==> config.mk <==
export PLATFORM = sky130hd
export DESIGN_NAME = button_click_and_hold_classifier
export DESIGN_NICKNAME = d
export VERILOG_FILES = /design/src/hw/rtl/bchc_pkg.sv /design/src/hw/rtl/button_click_and_hold_classifier.sv
export VERILOG_INCLUDE_DIRS = /design/src /design/src/hw/rtl
export SDC_FILE = /design/constraint.sdc
export NUM_CORES = 1
export LEC_CHECK = 0
export BUFFER_PORTS_ARGS = -buffer_cell sky130_fd_sc_hd__buf_4
export CORE_UTILIZATION = 57
export CTS_CLUSTER_SIZE = 40
export DETAILED_ROUTE_END_ITERATION = 8
export GPL_ROUTABILITY_DRIVEN = 0
export GPL_TIMING_DRIVEN = 0
export HOLD_SLACK_MARGIN = 0.12
export PLACE_DENSITY = 0.83
export SETUP_SLACK_MARGIN = 0.2
export SYNTH_ARGS = -nofsm -noshare
export SYNTH_HDL_FRONTEND = slang
export SYNTH_SLANG_ARGS = --single-unit
==> constraint.sdc <==
create_clock -name clk -period 5.4 [get_ports clk]
set_clock_uncertainty 0.1 [all_clocks]
set_input_delay 0.54 -clock clk [delete_from_list [all_inputs] [get_ports clk]]
set_output_delay 0.54 -clock clk [all_outputs]
set_load 0.005 [all_outputs]
==> src/hw/rtl/button_click_and_hold_classifier_assert.svh <==
// Assertion helpers for the classifier RTL.
`ifndef BUTTON_CLICK_AND_HOLD_CLASSIFIER_ASSERT_SVH
`define BUTTON_CLICK_AND_HOLD_CLASSIFIER_ASSERT_SVH

// Same-cycle implication, sampled on clk and held off during reset.
`define BCHC_ASSERT_NOW(lbl, ante, cons, msg) \
	lbl: assert property (@(posedge clk) disable iff (!arst_n) (ante) |-> (cons)) \
		else $error(msg);

// Next-cycle implication, sampled on clk and held off during reset.
`define BCHC_ASSERT_NEXT(lbl, ante, cons, msg) \
	lbl: assert property (@(posedge clk) disable iff (!arst_n) (ante) |=> (cons)) \
		else $error(msg);

`endif

==> src/hw/rtl/bchc_pkg.sv <==
package bchc_pkg;

	// Configuration register indexes.
	localparam logic [2:0] RegGlitch     = 3'd0;
	localparam logic [2:0] RegShortTo    = 3'd1;
	localparam logic [2:0] RegLongMin    = 3'd2;
	localparam logic [2:0] RegLongCount  = 3'd3;
	localparam logic [2:0] RegThresh0    = 3'd4;

	// Event codes.
	localparam logic [1:0] EvBurst  = 2'd0;
	localparam logic [1:0] EvMedium = 2'd1;
	localparam logic [1:0] EvLong   = 2'd2;

	// Reset values of the configuration registers.
	localparam logic [15:0] GlitchReset  = 16'd50;
	localparam logic [15:0] ShortToReset = 16'd300;
	localparam logic [15:0] LongMinReset = 16'd1000;

	localparam int LongLevelsDefault = 4;
	localparam int ThreshRegs        = 4;
	localparam int FifoDepth         = 4;
	localparam int FifoAw            = 2;

	typedef struct packed {
		logic [1:0]  event_code;
		logic [7:0]  click_count;
		logic [1:0]  long_level;
		logic [15:0] hold_ms;
		logic        last;
	} result_t;

endpackage

==> src/hw/rtl/button_click_and_hold_classifier.sv <==
// A beat accepted on s_* is held in the input register until the result queue has room,
// then processed, and its results are written to the result queue that drives m_*.
// Throughput: one input beat per cycle while each tick gives at most one result and m_tready
// keeps the queue drained; a tick with two results needs two output beats, and the input
// stalls while the result queue holds more than two beats.
// Reset (arst_n low, asynchronous): queue empty, configuration at its
// defaults, all tracking state cleared to zero.
`include "button_click_and_hold_classifier_assert.svh"

module button_click_and_hold_classifier
	import bchc_pkg::*;
#(
	parameter int LONG_LEVELS = LongLevelsDefault
) (
	input  logic        clk,
	input  logic        arst_n,
	input  logic        cfg_we,
	input  logic [2:0]  cfg_index,
	input  logic [15:0] cfg_data,
	input  logic        s_tvalid,
	output logic        s_tready,
	input  logic [39:0] s_tdata,   // pin_level, now_ms, zero fill
	output logic        m_tvalid,
	input  logic        m_tready,
	output logic [31:0] m_tdata,   // event_code, click_count, long_level, hold_ms, zero fill
	output logic        m_tlast
);

	localparam int NLev = (LONG_LEVELS < ThreshRegs) ? LONG_LEVELS : ThreshRegs;

	// Configuration.
	logic [15:0] glitch_q, short_to_q, long_min_q;
	logic [2:0]  long_count_q;
	logic [15:0] thresh_q [NLev];

	always_ff @(posedge clk or negedge arst_n) begin
		if (!arst_n) begin
			glitch_q     <= GlitchReset;
			short_to_q   <= ShortToReset;
			long_min_q   <= LongMinReset;
			long_count_q <= 3'd0;
			for (int i = 0; i < NLev; i++) thresh_q[i] <= 16'd0;
		end else if (cfg_we) begin
			if (cfg_index == RegGlitch) glitch_q <= cfg_data;
			if (cfg_index == RegShortTo) short_to_q <= cfg_data;
			if (cfg_index == RegLongMin) long_min_q <= cfg_data;
			if (cfg_index == RegLongCount) long_count_q <= cfg_data[2:0];
			for (int i = 0; i < NLev; i++) begin
				if (cfg_index == 3'(int'(RegThresh0) + i)) thresh_q[i] <= cfg_data;
			end
		end
	end

	// Input register.
	logic        vld_s1;
	logic        pin_s1;
	logic [31:0] now_s1;
	logic        proc;
	logic        in_acc;

	assign in_acc   = s_tvalid && s_tready;
	assign s_tready = !vld_s1 || proc;

	always_ff @(posedge clk or negedge arst_n) begin
		if (!arst_n) begin
			vld_s1 <= 1'b0;
		end else if (in_acc) begin
			vld_s1 <= 1'b1;
		end else if (proc) begin
			vld_s1 <= 1'b0;
		end
	end

	always_ff @(posedge clk) begin
		if (in_acc) begin
			pin_s1 <= s_tdata[0];
			now_s1 <= s_tdata[32:1];
		end
	end

	// Tracking state.
	logic        is_pressed_q;
	logic [31:0] edge_time_q, prev_press_q, burst_start_q;
	logic [7:0]  clicks_q;
	logic        burst_armed_q;

	// Result queue.
	result_t            fifo_q [FifoDepth];
	logic [FifoAw-1:0]  wr_ptr_q, rd_ptr_q;
	logic [FifoAw:0]    cnt_q;
	logic               pop;

	assign proc     = vld_s1 && (cnt_q <= (FifoAw+1)'(FifoDepth - 2));
	assign m_tvalid = (cnt_q != '0);
	assign pop      = m_tvalid && m_tready;

	// Per-tick decision.
	logic [31:0] since, hold, gap, burst_age;
	logic        expire, press_ok, release_ok, is_click;
	logic        long_found;
	logic [1:0]  long_lvl;
	logic [7:0]  clicks_base, clicks_next;
	logic [15:0] hold_sat;
	logic        edge_res_v;
	result_t     burst_res, edge_res, push0, push1;
	logic        push0_v, push1_v;
	logic        burst_push;

	always_comb begin
		since      = now_s1 - edge_time_q;
		hold       = since;
		gap        = edge_time_q - prev_press_q;
		burst_age  = now_s1 - burst_start_q;
		expire     = burst_armed_q && (burst_age >= {16'd0, short_to_q});
		press_ok   = !pin_s1 && !is_pressed_q && (since > {16'd0, glitch_q});
		release_ok = pin_s1 && is_pressed_q && (since > {16'd0, glitch_q});
		is_click   = hold < {16'd0, short_to_q};
		hold_sat   = (hold[31:16] != 16'd0) ? 16'hFFFF : hold[15:0];

		// The highest-indexed enabled threshold at or below the hold wins.
		long_found = 1'b0;
		long_lvl   = 2'd0;
		for (int i = 0; i < NLev; i++) begin
			if (3'(i) < long_count_q && hold >= {16'd0, thresh_q[i]}) begin
				long_found = 1'b1;
				long_lvl   = 2'(i);
			end
		end

		clicks_base = (clicks_q == 8'd0) ? 8'd1 : clicks_q;
		if (!is_click) begin
			clicks_next = 8'd1;
		end else if (gap < {16'd0, short_to_q}) begin
			clicks_next = (clicks_base == 8'hFF) ? clicks_base : clicks_base + 8'd1;
		end else begin
			clicks_next = 8'd1;
		end

		burst_res = '{event_code: EvBurst, click_count: clicks_q, long_level: 2'd0,
			hold_ms: 16'd0, last: 1'b0};
		if (hold < {16'd0, long_min_q}) begin
			edge_res = '{event_code: EvMedium, click_count: 8'd0, long_level: 2'd0,
				hold_ms: hold_sat, last: 1'b1};
			edge_res_v = release_ok && !is_click;
		end else begin
			edge_res = '{event_code: EvLong, click_count: 8'd0, long_level: long_lvl,
				hold_ms: hold_sat, last: 1'b1};
			edge_res_v = release_ok && !is_click && long_found;
		end

		push0_v = proc && (expire || edge_res_v);
		push1_v = proc && expire && edge_res_v;
		push0   = expire ? burst_res : edge_res;
		push0.last = !push1_v;
		push1   = edge_res;
	end

	assign burst_push = push0_v && push0.event_code == EvBurst;

	always_ff @(posedge clk or negedge arst_n) begin
		if (!arst_n) begin
			is_pressed_q  <= 1'b0;
			edge_time_q   <= 32'd0;
			prev_press_q  <= 32'd0;
			clicks_q      <= 8'd0;
			burst_armed_q <= 1'b0;
			burst_start_q <= 32'd0;
		end else if (proc) begin
			if (press_ok) begin
				is_pressed_q <= 1'b1;
				edge_time_q  <= now_s1;
			end else if (release_ok) begin
				is_pressed_q <= 1'b0;
				clicks_q     <= clicks_next;
				prev_press_q <= edge_time_q;
				edge_time_q  <= now_s1;
				if (is_click) burst_start_q <= now_s1;
			end
			// A click re-arms the timer even when it runs out on the same tick.
			if (release_ok && is_click) begin
				burst_armed_q <= 1'b1;
			end else if (expire) begin
				burst_armed_q <= 1'b0;
			end
		end
	end

	always_ff @(posedge clk or negedge arst_n) begin
		if (!arst_n) begin
			wr_ptr_q <= '0;
			rd_ptr_q <= '0;
			cnt_q    <= '0;
		end else begin
			wr_ptr_q <= wr_ptr_q + FifoAw'(push0_v) + FifoAw'(push1_v);
			rd_ptr_q <= rd_ptr_q + FifoAw'(pop);
			cnt_q    <= cnt_q + (FifoAw+1)'(push0_v) + (FifoAw+1)'(push1_v)
				- (FifoAw+1)'(pop);
		end
	end

	always_ff @(posedge clk) begin
		if (push0_v) fifo_q[wr_ptr_q] <= push0;
		if (push1_v) fifo_q[wr_ptr_q + FifoAw'(1)] <= push1;
	end

	result_t head;
	assign head    = fifo_q[rd_ptr_q];
	assign m_tdata = {4'd0, head.hold_ms, head.long_level, head.click_count, head.event_code};
	assign m_tlast = head.last;

	`BCHC_ASSERT_NOW(a_queue_bound, 1'b1, cnt_q <= (FifoAw+1)'(FifoDepth), "queue overflow")
	`BCHC_ASSERT_NOW(a_stall_only_busy, !s_tready, vld_s1 && !proc, "stall without held tick")
	`BCHC_ASSERT_NOW(a_burst_needs_arm, burst_push, burst_armed_q, "burst with timer idle")
	`BCHC_ASSERT_NEXT(a_release_clears, proc && release_ok, !is_pressed_q, "press state kept")
	`BCHC_ASSERT_NEXT(a_click_arms, proc && release_ok && is_click, burst_armed_q, "timer idle")

endmodule
==> run summary <==
CTS tree -> built
Hold Path Origin -> cfg_data[3]
Grt met3 use -> 5.90%
# setup viols final -> 203
Dpl hpwl -> 43.9 mm
RSZ-0062 raised after global routing -> true
Final wirelength -> 69.8 mm
P_leak -> 0.0126 uW
Synth Register Bits -> 378
Core Area -> 0.0402 mm2
Mapped Area -> 0.0235 mm2
DR WL/cell -> 21.7 um
Die Ht -> 205 um
Initial core utilization -> 58.4%
Syn Area/Cell -> 9.81 um2
Final Cycle Share -> 109%
Post-synth top area share -> 23.0%
Layout cell share with drive strength beyond 1 -> 22.2%
Post-synth EDFFs -> 113
GR Util met1 -> 39.1%
Diodes inserted -> 0
Setup CP Type -> flip-flop to flip-flop
Yosys Warn Count -> 0
FF-to-FF path depth -> 23
Crit path depth -> 23
Commonest non-fill, non-tap cells in the layout -> inv_1, ha_1, dfrtp_1
Util after Layout -> 71.7%
Final ANT Viol Nets -> 0
R2R Path End -> cnt_q[1]
Area added between synthesis and finish -> 22.9%
Dominant cells by area after synthesis -> dfrtp_1, edfxtp_1, ha_1
Largest area contributor in the netlist -> dfrtp_1
Reg clk slew, reported paths -> 0.06 ns
Fin. Hold Viols -> 0
Via count -> 20500
Total global routing overflow -> 0
Drt via density -> 6.36
DRT Pass-1 Iters -> 8
Global Route Usage Sum -> 33.1%
Hold Slack -> 0.130 ns
Die ar. -> 0.0420 mm2
Max_cap viols -> 0
1st-iter DRT viols -> 1970
Clock sink count -> 378
Row Count -> 73
Fmax -> 170 MHz
# port buffers -> 83
CP Capture Type -> flip-flop
Largest net degree at the start of global routing -> 123
Slew @ Worst Pin -> 1.04 ns
Met2 usage -> 57.3%
Commonest non-fill, non-tap cell in the layout -> inv_1
Crit path DAT -> 6.33 ns
Worst reg2reg startpoint -> now_s1[0]
H-tree depth -> 2
Nets -> 2963
First-pass GRT wire length -> 108 mm
Pwr dens -> 668 mW/mm2
Ordered cell list for the critical path -> inv_2 > ha_4 > inv_2 > fa_2 > a211o_1 > a21bo_4 > a22oi_1 > nand2_1 > xor2_4 > ha_1 > a21o_1 > a21oi_1 > o21a_1 > o221ai_4 > o41a_1 > a211oi_2 > a21oi_2 > clkbuf_8 > nor2_4 > ha_4 > inv_2 > fa_2 > fa_2
CP required -> 5.83 ns
Die W -> 205 um
Clock root buffer -> clkbuf_16
Failing checks -> negative setup slack
Min cycle time layout -> 5.90 ns
Hold Crit Class -> input pin to flip-flop
Clock Path Buffers -> 3
Gate Count Post-Synth -> 2391
Initial antenna violation count -> 0
Reg-to-reg setup timing slack -> -0.50 ns
Number of global-route vias before repair -> 20500
Status -> complete, but fails checks
CP startpoint kind -> flip-flop
Post-synth top flop -> dfrtp_1
Cell variety after synth -> 89
Critical-path maximum fanout -> 5
Max-Slew Margin vs Limit -> 30.2%
DRC errors left -> 0
Ports -> 99
TritonCTS Buffers -> 42
Cell family with most CP delay -> compound AO/OA/AOI/OAI gates
Buf/Inv on CP -> 4
Synth async-reset ratio -> 60.6%
Hold depth -> 3
Later-pin clock latency in the skew report -> 0.60 ns
Filler Cells Inserted -> 2669
CP peak stage delay -> 0.54 ns
Slowest-stage cell, CP -> fa_2
Worst Hold Path EP -> long_min_q[3]
Busiest grt layer -> met2
VDD IR max -> 0.000365 V
Fin. max-slew vios -> 0
Setup ws final -> -0.499 ns
Post-synthesis sequential area ratio -> 42.0%
## what timing repair did
| item | CTS | global route |
|---|---|---|
| buffers inserted | 77 | 10 |
| endpoints found under the hold margin | 139 | 0 |
| resized for setup | 239 | 38 |
| pin swaps | 41 | 10 |
| hold buffers | 35 | 0 |
| cloned | 10 | 2 |
| endpoints found under the setup margin | 306 | 301 |
## layout make-up
class                      instances  area, um2  area share (%)
timing repair inverter             1       6.26          0.0217
clock buffer                      54       1160            4.01
timing repair buffer             213       1870            6.47
sequential                       378       9860            34.2
multi-input combinational       1683      13500            46.8
tap                              525        657            2.28
inverter                         247        948            3.29
buffer                            90        582            2.02
clock inverter                    23        267           0.925
## per-layer routing
layer,share of wire (%),routed length [um]
met1,36,25400
met2,49,34000
met3,8.5,5940
met4,6.4,4470
met5,0,0
## through the flow
stage	TNS, ns	cells	setup slack [ns]	total power [uW]	cell area, um2
after floorplan	0	2394	0.134	11300	23700
after global placement	-298.86	3002	-1.59	13600	25000
after detailed placement	-293.65	3004	-1.63	14100	25000
after CTS	-1.32	3202	-0.228	18400	28600
after global routing	-61.27	3214	-0.650	20400	28800
final	-23.99	3214	-0.499	19300	28800
## worst max path at each step
stage | start | slack, ns | endpoint
finish | now_s1[0] | -0.50 | cnt_q[1]
global route | now_s1[0] | -0.65 | cnt_q[2]
CTS | now_s1[0] | -0.23 | cnt_q[1]
detailed placement | now_s1[9] | -1.63 | fifo_q[0][4]
global placement | now_s1[9] | -1.59 | fifo_q[0][4]
floorplan | now_s1[0] | 0.13 | cnt_q[2]
## power by group
part,internal (uW),switching (uW),total (uW)
Sequential,3570,411,3980
Combinational,5090,7180,12300
Clock,1760,1260,3020
Total,10400,8840,19300
## cell usage after synthesis (7+ instances only)
cell and instances:
nor2_1 189, a21boi_0 9, and2_1 12, o221ai_1 10
o21a_1 26, a211o_1 8, o211ai_1 15, ha_1 237
o21bai_1 11, edfxtp_1 113, mux2i_1 8, clkbuf_1 78
nor2b_1 12, a22o_1 16, xor2_1 35, o21ai_0 197
and3_1 16, o2111ai_1 10, nand2b_1 16, o21ai_1 9
a21oi_1 134, buf_2 7, nand3_1 31, nor3_1 28
xnor2_1 36, mux4_2 29, mux2_2 91, dfxtp_1 36
nand2_1 217, nand4_1 33, dfrtp_1 216, inv_1 247
nor4_1 10, a221oi_1 7, or2_2 7, a32o_1 16
dfstp_2 13, a211oi_1 13, a21o_1 72, or3_1 7
a31oi_1 9, nor3b_1 8
## registers in the layout, summed over array words and instances (netlist names)
name	count
now_s1	32
burst_start_q	32
prev_press_q	32
glitch_q	16
fifo_q	116
wr_ptr_q	2
vld_s1	1
long_min_q	16
thresh_q	64
burst_armed_q	1
rd_ptr_q	2
pin_s1	1
is_pressed_q	1
cnt_q	3
clicks_q	8
long_count_q	3
short_to_q	16
edge_time_q	32
## worst reg2reg max path: cells and delay by family, from the launching register on
family	cells	cell delay (ns)
flip-flops	1	0.40
adder cells (fa/ha/maj)	6	1.87
XOR/XNOR	1	0.41
AND/OR/NAND/NOR	2	0.30
AO/OA/AOI/OAI	10	2.41
buffers and inverters	4	0.36
## cells by family (layout without fill, tap and decap cells)
group	Yosys count	in the layout	share of synthesized area, %
AO/OA/AOI/OAI	617	617	17.0
flip-flops	378	378	42.0
AND/OR/NAND/NOR	615	620	12.1
other	1	4	0.0160
adder cells (fa/ha/maj)	243	243	13.2
multiplexers	128	128	7.50
buffers and inverters	338	628	5.54
XOR/XNOR	71	71	2.65
Power figures use the tool's default switching activity.
